File: src/rtl/plex_pkg.sv
`timescale 1ns / 1ps

package plex_pkg;

    localparam int MAX_TEXT_LEN_DEF = 65536;

    typedef enum logic [4:0] {
        K_PLUS      = 5'd0,
        K_MINUS     = 5'd1,
        K_TIMES     = 5'd2,
        K_DIVIDE    = 5'd3,
        K_LPAREN    = 5'd4,
        K_RPAREN    = 5'd5,
        K_COMMA     = 5'd6,
        K_LT        = 5'd7,
        K_LTE       = 5'd8,
        K_NE        = 5'd9,
        K_GT        = 5'd10,
        K_GTE       = 5'd11,
        K_EQ        = 5'd12,
        K_STRING    = 5'd13,
        K_INT       = 5'd14,
        K_FLOAT     = 5'd15,
        K_IDENT     = 5'd16,
        K_AND       = 5'd17,
        K_OR        = 5'd18,
        K_NOT       = 5'd19,
        K_ABS       = 5'd20,
        K_INT2FLOAT = 5'd21,
        K_FLOAT2INT = 5'd22,
        K_END       = 5'd23,
        K_ERROR     = 5'd24
    } t_kind;

    typedef enum logic [4:0] {
        S_IDLE, S_LT, S_GT, S_BANG, S_STR, S_INT, S_FRAC0, S_FRAC, S_EXP0, S_EXPS, S_EXPD,
        S_KA, S_KAN, S_KAB, S_KO, S_KN, S_KNO, S_ID, S_KI, S_KF
    } t_scan;

    typedef struct packed {
        t_scan      state;
        logic [2:0] sub;
        logic       prev_bs;
        logic       skip;
    } t_ctl;

    typedef struct packed {
        t_kind       kind;
        logic [15:0] start;
        logic [15:0] length;
        logic [30:0] value;
    } t_token;

    localparam t_ctl CTL_RESET = '{state: S_IDLE, sub: 3'd0, prev_bs: 1'b0, skip: 1'b0};

endpackage

File: src/rtl/plex_scan.sv
`timescale 1ns / 1ps

module plex_scan #(
    parameter int MAX_TEXT_LEN = plex_pkg::MAX_TEXT_LEN_DEF,
    parameter int PW = $clog2(MAX_TEXT_LEN)
) (
    input  logic [7:0]        i_char,
    input  plex_pkg::t_ctl    i_ctl,
    input  logic [PW-1:0]     i_pos,
    input  logic [PW-1:0]     i_begin,
    input  logic [30:0]       i_acc,
    output plex_pkg::t_ctl    o_ctl,
    output logic [PW-1:0]     o_pos,
    output logic [PW-1:0]     o_begin,
    output logic [30:0]       o_acc,
    output plex_pkg::t_token  o_tok0,
    output plex_pkg::t_token  o_tok1,
    output logic [1:0]        o_count
);
    import plex_pkg::*;

    localparam logic [PW:0]   MAXW    = (PW+1)'(MAX_TEXT_LEN);
    localparam logic [PW-1:0] LASTPOS = PW'(MAX_TEXT_LEN - 1);
    localparam logic [30:0]   INT_SAT = 31'h7FFF_FFFF;
    localparam logic [7:0]    KI_TAIL [8] = '{"N", "T", "2", "F", "L", "O", "A", "T"};
    localparam logic [7:0]    KF_TAIL [8] = '{"L", "O", "A", "T", "2", "I", "N", "T"};

    function automatic t_token mk_tok(t_kind kind, logic [15:0] start, logic [15:0] len,
                                      logic [30:0] val);
        t_token t;
        t.kind   = kind;
        t.start  = start;
        t.length = len;
        t.value  = val;
        return t;
    endfunction

    logic [7:0]  c;
    logic [7:0]  u;
    logic        dig;
    logic        ws;
    logic [PW:0] spn;
    logic [PW:0] spn1;
    logic [15:0] pos16;
    logic [15:0] beg16;
    logic [34:0] acc_wide;
    logic [30:0] acc_next;

    t_scan       id_state;
    logic [2:0]  id_sub;
    logic        id_pwb;
    logic        id_skip;
    logic [PW-1:0] id_begin;
    logic [30:0] id_acc;
    t_token      id_tok;
    logic        id_n;
    logic        id_end;

    logic        do_done;
    logic        do_fail;
    logic        do_ret;
    logic        use_idle;
    logic        line_end;
    t_kind       k;
    logic [30:0] rv;

    assign c     = i_char;
    assign u     = (c >= "a" && c <= "z") ? c - 8'd32 : c;
    assign dig   = (c >= "0" && c <= "9");
    assign ws    = (c == " " || c == 8'h09 || c == 8'h0A);
    assign pos16 = 16'(i_pos);
    assign beg16 = 16'(i_begin);
    assign spn   = (i_pos >= i_begin) ? ({1'b0, i_pos} - {1'b0, i_begin})
                                      : ({1'b0, i_pos} + MAXW - {1'b0, i_begin});
    assign spn1  = spn + 1'b1;

    assign acc_wide = 35'({i_acc, 3'b000}) + 35'({i_acc, 1'b0}) + 35'(c[3:0]);
    assign acc_next = (acc_wide > 35'(INT_SAT)) ? INT_SAT : acc_wide[30:0];

    // Scan of a character from the start state; also used after a retracted token.
    always_comb begin
        id_state = S_IDLE;
        id_sub   = i_ctl.sub;
        id_pwb   = i_ctl.prev_bs;
        id_skip  = 1'b0;
        id_begin = i_begin;
        id_acc   = i_acc;
        id_tok   = mk_tok(K_ERROR, pos16, 16'd1, 31'd0);
        id_n     = 1'b0;
        id_end   = 1'b0;
        if (!ws) begin
            id_begin = i_pos;
            case (c)
                "+": begin id_n = 1'b1; id_tok.kind = K_PLUS;   end
                "-": begin id_n = 1'b1; id_tok.kind = K_MINUS;  end
                "*": begin id_n = 1'b1; id_tok.kind = K_TIMES;  end
                "/": begin id_n = 1'b1; id_tok.kind = K_DIVIDE; end
                "(": begin id_n = 1'b1; id_tok.kind = K_LPAREN; end
                ")": begin id_n = 1'b1; id_tok.kind = K_RPAREN; end
                ",": begin id_n = 1'b1; id_tok.kind = K_COMMA;  end
                "=": begin id_n = 1'b1; id_tok.kind = K_EQ;     end
                "<": id_state = S_LT;
                ">": id_state = S_GT;
                "!": id_state = S_BANG;
                "'": begin
                    id_state = S_STR;
                    id_pwb   = 1'b0;
                end
                ":": begin
                    id_state = S_ID;
                    id_sub   = 3'd0;
                end
                8'h00: begin
                    id_n   = 1'b1;
                    id_end = 1'b1;
                    id_tok = mk_tok(K_END, pos16, 16'd0, 31'd0);
                end
                default: begin
                    if (dig) begin
                        id_acc   = 31'(c[3:0]);
                        id_state = S_INT;
                    end else begin
                        case (u)
                            "A": id_state = S_KA;
                            "O": id_state = S_KO;
                            "N": id_state = S_KN;
                            "I": begin id_state = S_KI; id_sub = 3'd0; end
                            "F": begin id_state = S_KF; id_sub = 3'd0; end
                            default: begin
                                id_n    = 1'b1;
                                id_skip = 1'b1;
                            end
                        endcase
                    end
                end
            endcase
        end
    end

    always_comb begin
        o_ctl    = i_ctl;
        o_begin  = i_begin;
        o_acc    = i_acc;
        o_tok0   = mk_tok(K_ERROR, pos16, 16'd0, 31'd0);
        o_tok1   = mk_tok(K_END, pos16, 16'd0, 31'd0);
        o_count  = 2'd0;
        line_end = 1'b0;
        do_done  = 1'b0;
        do_fail  = 1'b0;
        do_ret   = 1'b0;
        use_idle = 1'b0;
        k        = K_ERROR;
        rv       = 31'd0;

        if (i_ctl.skip) begin
            if (c == 8'h00) begin
                o_tok0   = mk_tok(K_END, pos16, 16'd0, 31'd0);
                o_count  = 2'd1;
                line_end = 1'b1;
            end
        end else begin
            unique case (i_ctl.state) inside
                S_IDLE: use_idle = 1'b1;
                S_LT: begin
                    if (c == "=") begin do_done = 1'b1; k = K_LTE; end
                    else if (c == ">") begin do_done = 1'b1; k = K_NE; end
                    else begin do_ret = 1'b1; k = K_LT; end
                end
                S_GT: begin
                    if (c == "=") begin do_done = 1'b1; k = K_GTE; end
                    else begin do_ret = 1'b1; k = K_GT; end
                end
                S_BANG: begin
                    if (c == "=") begin do_done = 1'b1; k = K_NE; end
                    else do_fail = 1'b1;
                end
                S_STR: begin
                    if (c == 8'h00) do_fail = 1'b1;
                    else if (c != "'") o_ctl.prev_bs = (c == "\\");
                    else if (i_ctl.prev_bs) o_ctl.prev_bs = 1'b0;
                    else begin do_done = 1'b1; k = K_STRING; end
                end
                S_INT: begin
                    if (dig) o_acc = acc_next;
                    else if (c == ".") o_ctl.state = S_FRAC0;
                    else if (c == "E") o_ctl.state = S_EXP0;
                    else begin do_ret = 1'b1; k = K_INT; rv = i_acc; end
                end
                S_FRAC0: begin
                    if (dig) o_ctl.state = S_FRAC;
                    else do_fail = 1'b1;
                end
                S_FRAC, S_EXPD: begin
                    if (dig) o_ctl.state = i_ctl.state;
                    else if (i_ctl.state == S_FRAC && c == "E") o_ctl.state = S_EXP0;
                    else begin do_ret = 1'b1; k = K_FLOAT; end
                end
                S_EXP0: begin
                    if (c == "+" || c == "-") o_ctl.state = S_EXPS;
                    else if (dig) o_ctl.state = S_EXPD;
                    else do_fail = 1'b1;
                end
                S_EXPS: begin
                    if (dig) o_ctl.state = S_EXPD;
                    else do_fail = 1'b1;
                end
                S_KA: begin
                    if (u == "N") o_ctl.state = S_KAN;
                    else if (u == "B") o_ctl.state = S_KAB;
                    else do_fail = 1'b1;
                end
                S_KAN: begin
                    if (u == "D") begin do_done = 1'b1; k = K_AND; end
                    else do_fail = 1'b1;
                end
                S_KAB: begin
                    if (u == "S") begin do_done = 1'b1; k = K_ABS; end
                    else do_fail = 1'b1;
                end
                S_KO: begin
                    if (u == "R") begin do_done = 1'b1; k = K_OR; end
                    else do_fail = 1'b1;
                end
                S_KN: begin
                    if (u == "O") o_ctl.state = S_KNO;
                    else do_fail = 1'b1;
                end
                S_KNO: begin
                    if (u == "T") begin do_done = 1'b1; k = K_NOT; end
                    else do_fail = 1'b1;
                end
                S_ID: begin
                    if (c == 8'h00) do_fail = 1'b1;
                    else if (c == ":") begin
                        if (i_ctl.sub == 3'd3) begin do_done = 1'b1; k = K_IDENT; end
                        else o_ctl.sub = i_ctl.sub + 3'd1;
                    end
                end
                S_KI: begin
                    if (u != KI_TAIL[i_ctl.sub]) do_fail = 1'b1;
                    else if (i_ctl.sub == 3'd7) begin do_done = 1'b1; k = K_INT2FLOAT; end
                    else o_ctl.sub = i_ctl.sub + 3'd1;
                end
                S_KF: begin
                    if (u != KF_TAIL[i_ctl.sub]) do_fail = 1'b1;
                    else if (i_ctl.sub == 3'd7) begin do_done = 1'b1; k = K_FLOAT2INT; end
                    else o_ctl.sub = i_ctl.sub + 3'd1;
                end
                default: use_idle = 1'b1;
            endcase

            if (do_done) begin
                o_tok0      = mk_tok(k, beg16, 16'(spn1), 31'd0);
                o_count     = 2'd1;
                o_ctl.state = S_IDLE;
            end
            if (do_fail) begin
                if (c == 8'h00) begin
                    o_tok0   = mk_tok(K_ERROR, beg16, 16'(spn), 31'd0);
                    o_tok1   = mk_tok(K_END, pos16, 16'd0, 31'd0);
                    o_count  = 2'd2;
                    line_end = 1'b1;
                end else begin
                    o_tok0      = mk_tok(K_ERROR, beg16, 16'(spn1), 31'd0);
                    o_count     = 2'd1;
                    o_ctl.skip  = 1'b1;
                    o_ctl.state = S_IDLE;
                end
            end
            if (do_ret) begin
                o_tok0        = mk_tok(k, beg16, 16'(spn), rv);
                o_tok1        = id_tok;
                o_count       = id_n ? 2'd2 : 2'd1;
                o_ctl.state   = id_state;
                o_ctl.sub     = id_sub;
                o_ctl.prev_bs = id_pwb;
                o_ctl.skip    = id_skip;
                o_begin       = id_begin;
                o_acc         = id_acc;
                line_end      = id_end;
            end
            if (use_idle) begin
                o_tok0        = id_tok;
                o_count       = {1'b0, id_n};
                o_ctl.state   = id_state;
                o_ctl.sub     = id_sub;
                o_ctl.prev_bs = id_pwb;
                o_ctl.skip    = id_skip;
                o_begin       = id_begin;
                o_acc         = id_acc;
                line_end      = id_end;
            end
        end

        if (line_end) begin
            o_ctl   = CTL_RESET;
            o_pos   = '0;
            o_begin = '0;
            o_acc   = 31'd0;
        end else begin
            o_pos = (i_pos == LASTPOS) ? '0 : i_pos + 1'b1;
        end
    end

endmodule

File: src/rtl/predicate_lexer.sv
`timescale 1ns / 1ps

// Predicate expression lexer.
// The slave stream carries one character per beat in s_axis_tdata; byte 0 ends the
// expression text. The master stream carries one token per beat: kind, start offset,
// length and integer value in m_axis_tdata, and m_axis_tlast marks the final token
// caused by one input character.
// The tokens caused by a character are presented on the cycle
// after its beat is accepted. A character is taken every cycle while the receiver
// keeps up. A character that yields two tokens (one that ends a number or a lone
// comparison and is a token of its own, or byte 0 inside an unfinished token) holds
// the input while the second token drains from the result register.
// Characters that yield no token (whitespace, or the middle of a token) still take
// an input beat each.
// After reset the lexer is in its start state with offset zero. Byte 0 always emits
// an end token and restarts offsets at zero.
// When the receiver stalls, pending tokens hold steady and the input is accepted
// again only once the result register has room for a full character's worth.

module predicate_lexer #(
    parameter int MAX_TEXT_LEN = plex_pkg::MAX_TEXT_LEN_DEF
) (
    input  logic        i_clk,
    input  logic        i_rst_n,
    input  logic        s_axis_tvalid,
    output logic        s_axis_tready,
    input  logic [7:0]  s_axis_tdata,   // [7:0] char_in
    output logic        m_axis_tvalid,
    input  logic        m_axis_tready,
    output logic [71:0] m_axis_tdata,   // [4:0] token_kind, [20:5] token_start,
                                        // [36:21] token_length, [67:37] int_value
    output logic        m_axis_tlast    // last_of_input
);
    import plex_pkg::*;

    localparam int PW = $clog2(MAX_TEXT_LEN);

    typedef struct packed {
        t_token tok;
        logic   last;
    } t_entry;

    t_ctl          r_ctl;
    logic [PW-1:0] r_pos;
    logic [PW-1:0] r_begin;
    logic [30:0]   r_acc;
    logic [1:0]    r_cnt;
    t_entry        r_q0;
    t_entry        r_q1;

    t_ctl          n_ctl;
    logic [PW-1:0] n_pos;
    logic [PW-1:0] n_begin;
    logic [30:0]   n_acc;
    t_token        scan_tok0;
    t_token        scan_tok1;
    logic [1:0]    scan_count;

    logic s_acc;
    logic m_pop;

    plex_scan #(
        .MAX_TEXT_LEN(MAX_TEXT_LEN),
        .PW          (PW)
    ) u_scan (
        .i_char  (s_axis_tdata),
        .i_ctl   (r_ctl),
        .i_pos   (r_pos),
        .i_begin (r_begin),
        .i_acc   (r_acc),
        .o_ctl   (n_ctl),
        .o_pos   (n_pos),
        .o_begin (n_begin),
        .o_acc   (n_acc),
        .o_tok0  (scan_tok0),
        .o_tok1  (scan_tok1),
        .o_count (scan_count)
    );

    assign m_axis_tvalid = (r_cnt != 2'd0);
    assign m_pop         = m_axis_tvalid && m_axis_tready;
    assign s_axis_tready = (r_cnt == 2'd0) || (r_cnt == 2'd1 && m_axis_tready);
    assign s_acc         = s_axis_tvalid && s_axis_tready;

    assign m_axis_tdata = {4'b0000, r_q0.tok.value, r_q0.tok.length, r_q0.tok.start,
                           r_q0.tok.kind};
    assign m_axis_tlast = r_q0.last;

    always_ff @(posedge i_clk) begin
        if (!i_rst_n) begin
            r_ctl   <= CTL_RESET;
            r_pos   <= '0;
            r_begin <= '0;
            r_acc   <= 31'd0;
            r_cnt   <= 2'd0;
            r_q0    <= '0;
            r_q1    <= '0;
        end else begin
            if (s_acc) begin
                r_ctl   <= n_ctl;
                r_pos   <= n_pos;
                r_begin <= n_begin;
                r_acc   <= n_acc;
                r_cnt   <= scan_count;
                r_q0    <= '{tok: scan_tok0, last: (scan_count == 2'd1)};
                r_q1    <= '{tok: scan_tok1, last: 1'b1};
            end else if (m_pop) begin
                r_cnt <= r_cnt - 2'd1;
                r_q0  <= r_q1;
            end
        end
    end

    a_cnt_range: assert property (@(posedge i_clk) disable iff (!i_rst_n)
        r_cnt != 2'd3)
        else $error("Result count out of range.");

    a_two_last: assert property (@(posedge i_clk) disable iff (!i_rst_n)
        r_cnt == 2'd2 |-> (!r_q0.last && r_q1.last))
        else $error("Two pending tokens carry wrong last flags.");

    a_one_last: assert property (@(posedge i_clk) disable iff (!i_rst_n)
        r_cnt == 2'd1 |-> r_q0.last)
        else $error("Single pending token is not marked last.");

    a_end_restart: assert property (@(posedge i_clk) disable iff (!i_rst_n)
        (s_acc && s_axis_tdata == 8'h00) |=>
            (r_pos == '0 && r_ctl.state == S_IDLE && !r_ctl.skip && r_cnt != 2'd0))
        else $error("End of text did not emit a token and restart.");

    a_skip_quiet: assert property (@(posedge i_clk) disable iff (!i_rst_n)
        (s_acc && r_ctl.skip && s_axis_tdata != 8'h00) |=> (r_cnt == 2'd0))
        else $error("Discarded character produced a token.");

endmodule

File: config.mk
export PLATFORM = sky130hd
export DESIGN_NAME = predicate_lexer
export DESIGN_NICKNAME = d
export VERILOG_FILES = /design/src/rtl/plex_pkg.sv /design/src/rtl/plex_scan.sv /design/src/rtl/predicate_lexer.sv
export SDC_FILE = /design/constraint.sdc
export NUM_CORES = 1
export LEC_CHECK = 0
export ABC_CLOCK_PERIOD_IN_PS = 11850
export BUFFER_PORTS_ARGS = -buffer_cell sky130_fd_sc_hd__buf_2
export CORE_MARGIN = 10
export CORE_UTILIZATION = 54
export CTS_BUF_LIST = sky130_fd_sc_hd__clkbuf_16
export CTS_CLUSTER_SIZE = 14
export DETAILED_ROUTE_END_ITERATION = 12
export PLACE_DENSITY = 0.77
export SETUP_SLACK_MARGIN = 0.2
export SLEW_MARGIN = 20
export SYNTH_ARGS = -nofsm -noshare
export SYNTH_HDL_FRONTEND = slang
export SYNTH_SLANG_ARGS = --single-unit
export TNS_END_PERCENT = 10
File: constraint.sdc
create_clock -name i_clk -period 11.85 [get_ports i_clk]
set_input_delay 0 -clock i_clk [delete_from_list [all_inputs] [get_ports i_clk]]
set_output_delay 0 -clock i_clk [all_outputs]
set_load 0.1 [all_outputs]
==> impl_metrics.tcl, run 1 <==
set metrics [dict create \
    grt_antenna_before_repair 0 \
    grt_pass1_vias 11230 \
    cts_tree "yes" \
    synthTopCellsByArea "dfxtp_1 (28%), ha_1 (9.5%), a21oi_1 (4.8%)" \
    dp_hpwl_mm 25.87 \
    root_buffer "clkbuf_16" \
    clk_pin_slew_ps 80 \
    pre_cts_ws_ps 7379 \
    grt.overflow.total 0 \
    crit_fanout 27 \
    irDropWorstVdd_v 0.0001045 \
    coreArea_sq_um 21820 \
    port_buffers 82 \
    hold_path.class "in -> reg" \
    avgSynthCellArea_sq_um 7.746 \
    drt-pass1-iter-count 5 \
    switching_share_pct 35.72 \
    ys_types 91 \
    cts-buffers-inserted 17 \
    power_density_nw_per_um2 114.1 \
    end_kind "flop" \
    die_h_microns 169.0 \
    clock_power_share_pct 38.6 \
    nFillCells 2024 \
    synth_largest_area_cell "dfxtp_1" \
    power.switching_w 0.0005318 \
    grt_pass1_wl_mm 59.28 \
    drive_above_1_share_pct 10.17 \
    start_util_pct 54.94 \
    drc 0 \
    ys_warn_count 0 \
    grt_max_degree 55 \
    die_x_microns 169.0 \
    cts_resized 0 \
    clock_sinks 167 \
    synth_top_area_share_pct 27.88 \
    critPathKind "reg -> reg" \
    dieArea_sq_um 28560 \
    insertion_delay_ps 440 \
    drtIter0Drc 1292 \
    cts_max_level 4 \
    cpPeakStageDelay_ps 680 \
    syn_inst 1548 \
    synthArstFlopShare_pct 0 \
    place.gp.congestion 0.9921 \
    placed_cell_area_sq_um 12440 \
    pwr-share-seq_pct 39.7 \
    relSlewSlack_pct 27.25 \
    maxCapViolCount 0 \
    worst_pin_slew_ps 1089 \
    antennaDiodeCount 0 \
    maxClockFrequency_ghz 0.2290 \
    clockBufferDepth 2 \
    dp.cells 1823 \
    postCtsHoldBufs 0 \
    setup_viol 0 \
    rsz0062_at_grt "no" \
    cellLeakagePower_nw 5.358 \
    viasPerCell 6.350 \
    synth_flop_cell "dfxtp_1" \
    critical-path-slowest-cell "nand2_1" \
    ant_nets 0 \
    ios 87 \
    worst_slack_ps 7483 \
    wl_per_cell_microns 19.50 \
    area_delta_synth_final_pct 8.859 \
    power_w 0.001489 \
    finalClockSkew_ps 20.52 \
    ys_ff_latch 167 \
    design_area_sq_um 13050 \
    cp-start-kind "flop" \
    vias 11772 \
    finalMaxSlewViolations 0 \
    grtUsageTotal_pct 24.66 \
    setup_tns_ps 0 \
    status "complete, no violations" \
    routed_wl_mm 36.15 \
    cts_setup_buffers 0 \
    combPwrFrac_pct 21.7 \
    timing.final.crit_share_pct 36.86 \
    layout.nets 1668 \
    synth_seq_area_share_pct 27.88 \
    synth-edff-count 0 \
    crit_chain "inv_1 -> ha_1 -> nor2b_1 -> o21ai_0 -> o2111ai_1 -> or4_1 -> o211ai_2 -> o211a_1 -> a31oi_4 -> nor2_1 -> nand2_1 -> o2bb2ai_1" \
    cp.arrival_ps 4720 \
    fin_cells 1854 \
    worstPathRequired_ps 12200 \
    fin_crit_ps 4367 \
    p_int_w 0.0009570 \
    netlist_area_sq_um 11990 \
    rrSetupSlack_ps 7480 \
    hold_violations 0 \
    num_rows 54 \
]
[worst max-delay path: cells and delay by family, from the launching register on]
kind	cells	cell delay, ps
flops	1	480
buf+inv	1	150
fa+ha+maj	1	400
compound gates	6	1580
simple gates	4	1650
[power by group through the flow]
stage	Clock, W	Combinational, W	Sequential, W
final	0.000574	0.000323	0.000592
after global routing	0.000600	0.000347	0.000593
after CTS	0.000579	0.000318	0.000591
after detailed placement	0	0.000316	0.000604
after global placement	0	0.000313	0.000604
after floorplan	0	0.000213	0.000631
[area by class of cell]
type                       count  area, sq um  area share, %
clock buffer                  17        425.4          3.259
clock inverter                14        181.4          1.390
inverter                      60        225.2          1.725
multi-input combinational   1220         8011          61.38
sequential                   167         3343          25.61
tap                          280        350.3          2.684
timing repair buffer          96        515.5          3.949
[Yosys cell counts, types with 19 or more instances]
library cell  instances
dfxtp_1             167
o221ai_1             20
a21oi_1             116
a22oi_1              35
buf_2                20
nor2b_1              21
a21o_1               26
o21ai_0              91
nand2b_1             26
mux2i_1              23
nor3_1               64
ha_1                 91
nand3_1              86
nor2_1              124
inv_1                59
nand2_1             149
o2bb2ai_1            28
xnor2_1              42
clkbuf_1             72
xor2_1               19
[path summary, 6_finish.rpt]
path	startpoint	end	cells past startpoint
setup / recovery	r_ctl[3]$_SDFFE_PN0P_	r_acc[26]$_SDFFE_PN0P_	12
hold / removal	i_rst_n	r_ctl[1]$_SDFFE_PN0P_	3
setup reg to reg	r_ctl[3]$_SDFFE_PN0P_	r_acc[26]$_SDFFE_PN0P_	12
hold reg to reg	m_axis_tdata[29]$_SDFFE_PN0P_	m_axis_tdata[29]$_SDFFE_PN0P_	2
[sequential cells by signal, summed over array words and instances (netlist names)]
| name | cells |
|---|---|
| m_axis_tlast | 1 |
| r_pos | 16 |
| r_ctl | 10 |
| r_acc | 31 |
| r_begin | 16 |
| m_axis_tdata | 68 |
| r_q1 | 23 |
| r_cnt | 2 |
[per-layer routing]
layer	vias up	wire, microns	global-route usage [%]	part of all wire, %
li1	5695	-	-	-
met1	5544	16220	33.12	45
met2	469	16410	38.73	45
met3	64	2646	5.072	7.3
met4	0	870	7.880	2.4
met5	-	0	0	0
[per-stage QoR]
step | hold WS [ps] | utilization (%)
5_1_grt | 219.4 | 59.81
3_3_place_gp | 431.2 | 56.99
4_1_cts | 187.6 | 59.78
2_1_floorplan | 200.0 | -
6_report | 185.2 | 59.81
3_5_place_dp | 438.3 | 56.99
[cell usage in the layout, fill, tap and decap left out, types with 7 or more instances in the layout]
cell type,count
a211oi_1,9
a21o_1,26
a21oi_1,116
a22oi_1,35
a31oi_1,18
and3_1,14
buf_2,82
buf_4,14
clkbuf_16,17
dfxtp_1,167
ha_1,91
inv_1,59
mux2i_1,22
nand2_1,149
nand2b_1,26
nand3_1,86
nand4_1,15
nor2_1,124
nor2b_1,21
nor3_1,64
nor3b_1,11
nor4_1,15
o211ai_1,9
o21a_1,13
o21ai_0,91
o21bai_1,9
o221ai_1,20
o22ai_1,7
o2bb2ai_1,28
o31a_1,8
or3_1,10
xnor2_1,42
xor2_1,19
[cell families (layout without fill, tap and decap cells)]
logic type	count (synthesis)	count (layout)	share of synthesized area (%)
other cells	1	4	0.03128
buf+inv	164	187	5.666
simple gates	580	580	23.89
fa+ha+maj	94	94	9.997
mux	24	24	2.014
xor+xnor	62	62	4.644
flops	167	167	27.88
compound gates	456	456	25.88
(Power assumes the default switching activity.)
==> run 2, diff against run 1 <==
--- a/config.mk
+++ b/config.mk
@@ -5,14 +5,15 @@
 export SDC_FILE = /design/constraint.sdc
 export NUM_CORES = 1
 export LEC_CHECK = 0
-export ABC_CLOCK_PERIOD_IN_PS = 11850
+export ABC_AREA = 1
+export ABC_CLOCK_PERIOD_IN_PS = 4430
 export BUFFER_PORTS_ARGS = -buffer_cell sky130_fd_sc_hd__buf_2
 export CORE_MARGIN = 10
 export CORE_UTILIZATION = 54
 export CTS_BUF_LIST = sky130_fd_sc_hd__clkbuf_16
 export CTS_CLUSTER_SIZE = 14
 export DETAILED_ROUTE_END_ITERATION = 12
-export PLACE_DENSITY = 0.77
+export PLACE_DENSITY = 0.76
 export SETUP_SLACK_MARGIN = 0.2
 export SLEW_MARGIN = 20
 export SYNTH_ARGS = -nofsm -noshare
==> constraint.sdc (replaced) <==
create_clock -name i_clk -period 4.43 [get_ports i_clk]
set_input_delay 0 -clock i_clk [delete_from_list [all_inputs] [get_ports i_clk]]
set_output_delay 0 -clock i_clk [all_outputs]
set_load 0.1 [all_outputs]
==> impl_metrics.tcl, run 2 <==
set metrics [dict create \
    status "complete, no violations" \
    die_x_microns 176.3 \
    cts_resized 0 \
    use_met1_pct 35.32 \
    design_area_sq_um 14380 \
    synthTopCellsByArea "dfxtp_1 (25%), nand2_1 (18%), ha_1 (8.6%)" \
    drt-pass1-iter-count 6 \
    multiInputGateArea_sq_um 8683 \
    port_buffers 82 \
    seq_area_sq_um 3343 \
    grt_pass1_wl_mm 68.61 \
    cts_setup_buffers 0 \
    largest_reg_flops 68 \
    worst_pin_slew_ps 888.0 \
    avgSynthCellArea_sq_um 6.140 \
    grtUsageTotal_pct 26.57 \
    wl_per_cell_microns 16.77 \
    die_h_microns 176.3 \
    finalClockSkew_ps 25.04 \
    power_density_nw_per_um2 492.3 \
    relSlewSlack_pct 40.71 \
    critPathKind "reg -> reg" \
    maxCapViolCount 0 \
    grt_use_met2_pct 43.84 \
    synthArstFlopShare_pct 0 \
    layout.nets 2289 \
    ys_types 52 \
    cts_max_level 4 \
    ios 87 \
    layout.cells.most_common "nand2_1" \
    hold_path.class "in -> reg" \
    cp.arrival_ps 4240 \
    synth_top_family_by_area "simple AND/OR/NAND/NOR gates" \
    vias 14437 \
    routed_wl_mm 42.26 \
    synth_flop_cell "dfxtp_1" \
    drc 0 \
    num_rows 57 \
    cts-buffers-inserted 17 \
    clockBufferDepth 2 \
    ant_nets 0 \
    start_util_pct 54.57 \
    timing.final.crit_share_pct 87.66 \
    ys_warn_count 0 \
    synthMostInstantiatedCell "nand2_1" \
    coreArea_sq_um 24180 \
    syn_inst 2149 \
    met3_usage_pct 3.503 \
    grt-busiest-layer "met2" \
    place.gp.congestion 0.9804 \
    rsz0062_at_grt "no" \
    clk_pin_slew_ps 80 \
    end_kind "flop" \
    grt_max_degree 75 \
    maxClockFrequency_ghz 0.2575 \
    area_delta_synth_final_pct 8.981 \
    cp-start-kind "flop" \
    clock_sinks 167 \
    finalMaxSlewViolations 0 \
    synth-simple-area-share_pct 38.23 \
    postCtsHoldBufs 0 \
    fin_crit_ps 3883 \
    cellLeakagePower_nw 6.725 \
    synth_seq_area_share_pct 25.34 \
    grt_antenna_before_repair 0 \
    drive_above_1_share_pct 8.971 \
    grt.overflow.total 0 \
    synth-edff-count 0 \
    hold_violations 0 \
    worstPathRequired_ps 4790 \
    dieArea_sq_um 31090 \
    fin_hold_ws_ps 117.1 \
    setup_viol 0 \
    finalCoreUtilization_pct 59.47 \
    synth_adder_area_share_pct 9.085 \
    synth_compound_area_share_pct 16.01 \
    mostFrequentLayoutCells "nand2_1 (622), a21oi_1 (224), nor2_1 (202), nand3_1 (188), inv_1 (184)" \
    synthTopCellsByCount "nand2_1 (623), a21oi_1 (224), nor2_1 (204)" \
    root_buffer "clkbuf_16" \
    antennaDiodeCount 0 \
    dp_hpwl_mm 31.04 \
    irDropWorstVdd_v 0.0005278 \
    synth_top_area_share_pct 25.34 \
    netlist_area_sq_um 13190 \
    setup_tns_ps 0 \
    crit_fanout 41 \
    drtIter0Drc 1401 \
    cts_tree "yes" \
    insertion_delay_ps 450 \
    synth_mux_area_share_pct 0 \
    placed_cell_area_sq_um 13740 \
    grt_pass1_vias 13368 \
    rrSetupSlack_ps 550 \
    synth_xor_area_share_pct 2.323 \
    nFillCells 2393 \
    ys_ff_latch 167 \
    synth_largest_area_cell "dfxtp_1" \
    viasPerCell 5.729 \
]
[run 2: worst max-delay path, stage by stage, from the launching register on]
cell and delay [ps]:
dfxtp_1 630, clkinv_1 350, nand2_1 210, nand2_1 60
nand2_1 60, nand2_1 50, nor2_1 80, nand2_1 60
nor2_1 90, nand2_1 110, o21bai_1 210, nand2_1 80
nor2_1 110, nand3_2 140, nand2_2 210, nand2_4 130
nand2_4 450, nand2_2 120, nand2_4 360, nand2_1 120
a21oi_1 160
[run 2: power breakdown]
part	internal (W)	switching (W)	leakage [nW]
clock network	0.000785	0.000816	0.303
logic	0.000850	0.00278	5.07
registers	0.00170	0.000149	1.36
[run 2: area by class of cell]
class                      instances  share of cell area [%]
clock inverter                    15                   1.453
multi-input combinational       1694                   60.39
clock buffer                      17                   2.959
inverter                         202                   5.282
tap                              324                   2.819
sequential                       167                   23.25
timing repair buffer             101                   3.846
[run 2: worst paths after layout]
check | startpoint | to | depth (start not counted)
worst min register to register | m_axis_tdata[44]$_SDFFE_PN0P_ | m_axis_tdata[44]$_SDFFE_PN0P_ | 2
worst max register to register | r_ctl[4]$_SDFFE_PN0P_ | r_acc[20]$_SDFFE_PN0P_ | 20
worst min-delay path | s_axis_tdata[0] | r_acc[0]$_SDFFE_PN0P_ | 5
worst max-delay path | r_ctl[4]$_SDFFE_PN0P_ | r_acc[20]$_SDFFE_PN0P_ | 20
[run 2: layer usage]
layer | up-vias | share of wire, %
li1 | 7177 | -
met1 | 6718 | 46
met2 | 487 | 46
met3 | 55 | 5.6
met4 | 0 | 2.0
met5 | - | 0
[run 2: per-stage QoR]
step | power [W] | cells | setup WS (ps)
3_3_place_gp | 0.005389 | 2488 | 806.2
6_report | 0.007078 | 2520 | 546.6
3_5_place_dp | 0.005429 | 2488 | 718.7
5_1_grt | 0.007522 | 2520 | 203.9
4_1_cts | 0.007037 | 2520 | 658.0
2_1_floorplan | 0.004643 | 2152 | 1055
[run 2: cells by family after synthesis]
logic type                 Yosys count
xor gates and xnor gates            35
DFF                                167
AOI/OAI and AO/OA                  395
buffers and inverters              291
adders and majority gates           94
other                                1
and+or+nand+nor                   1166
==> run 3, diff against run 2 <==
--- a/config.mk
+++ b/config.mk
@@ -5,7 +5,6 @@
 export SDC_FILE = /design/constraint.sdc
 export NUM_CORES = 1
 export LEC_CHECK = 0
-export ABC_AREA = 1
 export ABC_CLOCK_PERIOD_IN_PS = 4430
 export BUFFER_PORTS_ARGS = -buffer_cell sky130_fd_sc_hd__buf_2
 export CORE_MARGIN = 10
@@ -13,7 +12,8 @@
 export CTS_BUF_LIST = sky130_fd_sc_hd__clkbuf_16
 export CTS_CLUSTER_SIZE = 14
 export DETAILED_ROUTE_END_ITERATION = 12
-export PLACE_DENSITY = 0.76
+export PLACE_DENSITY = 0.77
+export REMOVE_ABC_BUFFERS = 1
 export SETUP_SLACK_MARGIN = 0.2
 export SLEW_MARGIN = 20
 export SYNTH_ARGS = -nofsm -noshare
==> impl_metrics.tcl, run 3 (synthesized netlist as in run 1, its figures left out) <==
set metrics [dict create \
    multiInputGateArea_sq_um 8004 \
    rsz0062_at_grt "no" \
    setup_viol 0 \
    layout.cells.most_common "dfxtp_1" \
    coreArea_sq_um 21820 \
    die_h_microns 169.0 \
    cts_tree "yes" \
    cp.arrival_ps 4460 \
    crit_family "compound AO/OA/AOI/OAI gates" \
    vias 11995 \
    num_rows 54 \
    viasPerCell 6.377 \
    antennaDiodeCount 0 \
    cts_setup_buffers 0 \
    seq_area_sq_um 3343 \
    drtIter0Drc 1103 \
    cpPeakStageDelay_ps 510 \
    worst_pin_slew_ps 917.9 \
    setup_tns_ps 0 \
    fin_crit_ps 4076 \
    nFillCells 1944 \
    irDropWorstVdd_v 0.0002585 \
    clk_pin_slew_ps 70 \
    drt-pass1-iter-count 5 \
    crit_fanout 18 \
    drc 0 \
    die_x_microns 169.0 \
    grt_pass1_wl_mm 59.60 \
    finalClockSkew_ps 12.32 \
    grt_antenna_before_repair 0 \
    grt.overflow.total 0 \
    dp_hpwl_mm 26.30 \
    start_util_pct 54.94 \
    maxClockFrequency_ghz 0.2453 \
    grt_max_degree 71 \
    end_kind "flop" \
    design_area_sq_um 13220 \
    cp-start-kind "flop" \
    critPathBufInv 3 \
    cellLeakagePower_nw 5.474 \
    timing.final.crit_share_pct 92.01 \
    cts-buffers-inserted 17 \
    root_buffer "clkbuf_16" \
    fin_hold_ws_ps 70.40 \
    clockBufferDepth 2 \
    hold_path.class "in -> reg" \
    placed_cell_area_sq_um 12630 \
    critPathKind "reg -> reg" \
    port_buffers 82 \
    drive_above_1_share_pct 11.62 \
    finalMaxSlewViolations 0 \
    area_delta_synth_final_pct 10.23 \
    cts_resized 0 \
    worstPathRequired_ps 4810 \
    largest_reg_flops 68 \
    crit_chain "inv_1 -> fa_1 -> fa_1 -> nor2b_1 -> o21ai_0 -> o211a_1 -> nor3b_1 -> a311oi_1 -> buf_4 -> o21a_1 -> o21ai_0 -> o221a_2 -> buf_4 -> or3_1 -> a32o_1" \
    place.gp.congestion 1.013 \
    critical-path-slowest-cell "fa_1" \
    power_density_nw_per_um2 299.0 \
    wl_per_cell_microns 19.35 \
    layout.nets 1694 \
    dieArea_sq_um 28560 \
    grtUsageTotal_pct 24.81 \
    postCtsHoldBufs 0 \
    routed_wl_mm 36.40 \
    ios 87 \
    cts_max_level 4 \
    grt_pass1_vias 11500 \
    relSlewSlack_pct 38.58 \
    status "complete, no violations" \
    ant_nets 0 \
    hold_violations 0 \
    mostFrequentLayoutCells "dfxtp_1 (167), nand2_1 (149), nor2_1 (124), a21oi_1 (116)" \
    insertion_delay_ps 440 \
    maxCapViolCount 0 \
    clock_sinks 167 \
]
run 3: report_power, final:
part | switching, W | internal [W] | leakage [nW]
Clock | 0.000689 | 0.000796 | 0.284
Sequential | 0.0000401 | 0.00154 | 1.35
Combinational | 0.000661 | 0.000227 | 3.84
Total | 0.00139 | 0.00256 | 5.47
run 3: layout make-up:
| cell class | count | area share, % |
|---|---|---|
| repair buffers | 122 | 5.377 |
| multi-input cells | 1220 | 60.56 |
| well taps | 280 | 2.651 |
| clock inverters | 15 | 1.193 |
| flip-flops and latches | 167 | 25.30 |
| clock buffers | 17 | 3.219 |
| inverters | 60 | 1.704 |
run 3: final timing paths:
path	start	cells past startpoint	slack, ps	endpoint
max	r_acc[0]$_SDFFE_PN0P_	15	350	r_acc[1]$_SDFFE_PN0P_
min	i_rst_n	3	70	m_axis_tdata[10]$_SDFFE_PN0P_
max reg2reg	r_acc[0]$_SDFFE_PN0P_	15	350	r_acc[1]$_SDFFE_PN0P_
min reg2reg	r_q1[61]$_SDFFE_PN0P_	2	450	r_q1[61]$_SDFFE_PN0P_
run 3: worst register-to-register path: stages (launching register included):
cell	delay (ps)
dfxtp_1	380
inv_1	90
fa_1	510
fa_1	470
nor2b_1	130
o21ai_0	140
o211a_1	280
nor3b_1	400
a311oi_1	160
buf_4	180
o21a_1	190
o21ai_0	290
o221a_2	260
buf_4	240
or3_1	150
a32o_1	150
run 3: metrics by stage:
| stage | instances | total power [W] | util, % | worst slack, ps |
|---|---|---|---|---|
| detailed placement | 1849 | 0.002482 | 57.89 | 489.9 |
| CTS | 1881 | 0.003955 | 60.56 | 450.8 |
| global route | 1881 | 0.004102 | 60.56 | 209.9 |
| global placement | 1849 | 0.002471 | 57.89 | 624.0 |
| floorplan | 1447 | 0.002198 | - | -1073 |
| finish | 1881 | 0.003951 | 60.56 | 353.8 |
run 3: layer usage:
layer	global-route usage, %	routed length (microns)	vias to the layer above
li1	-	-	5749
met5	0	0	-
met1	32.17	15680	5647
met4	7.692	796	0
met3	5.419	3163	76
met2	40.25	16760	523
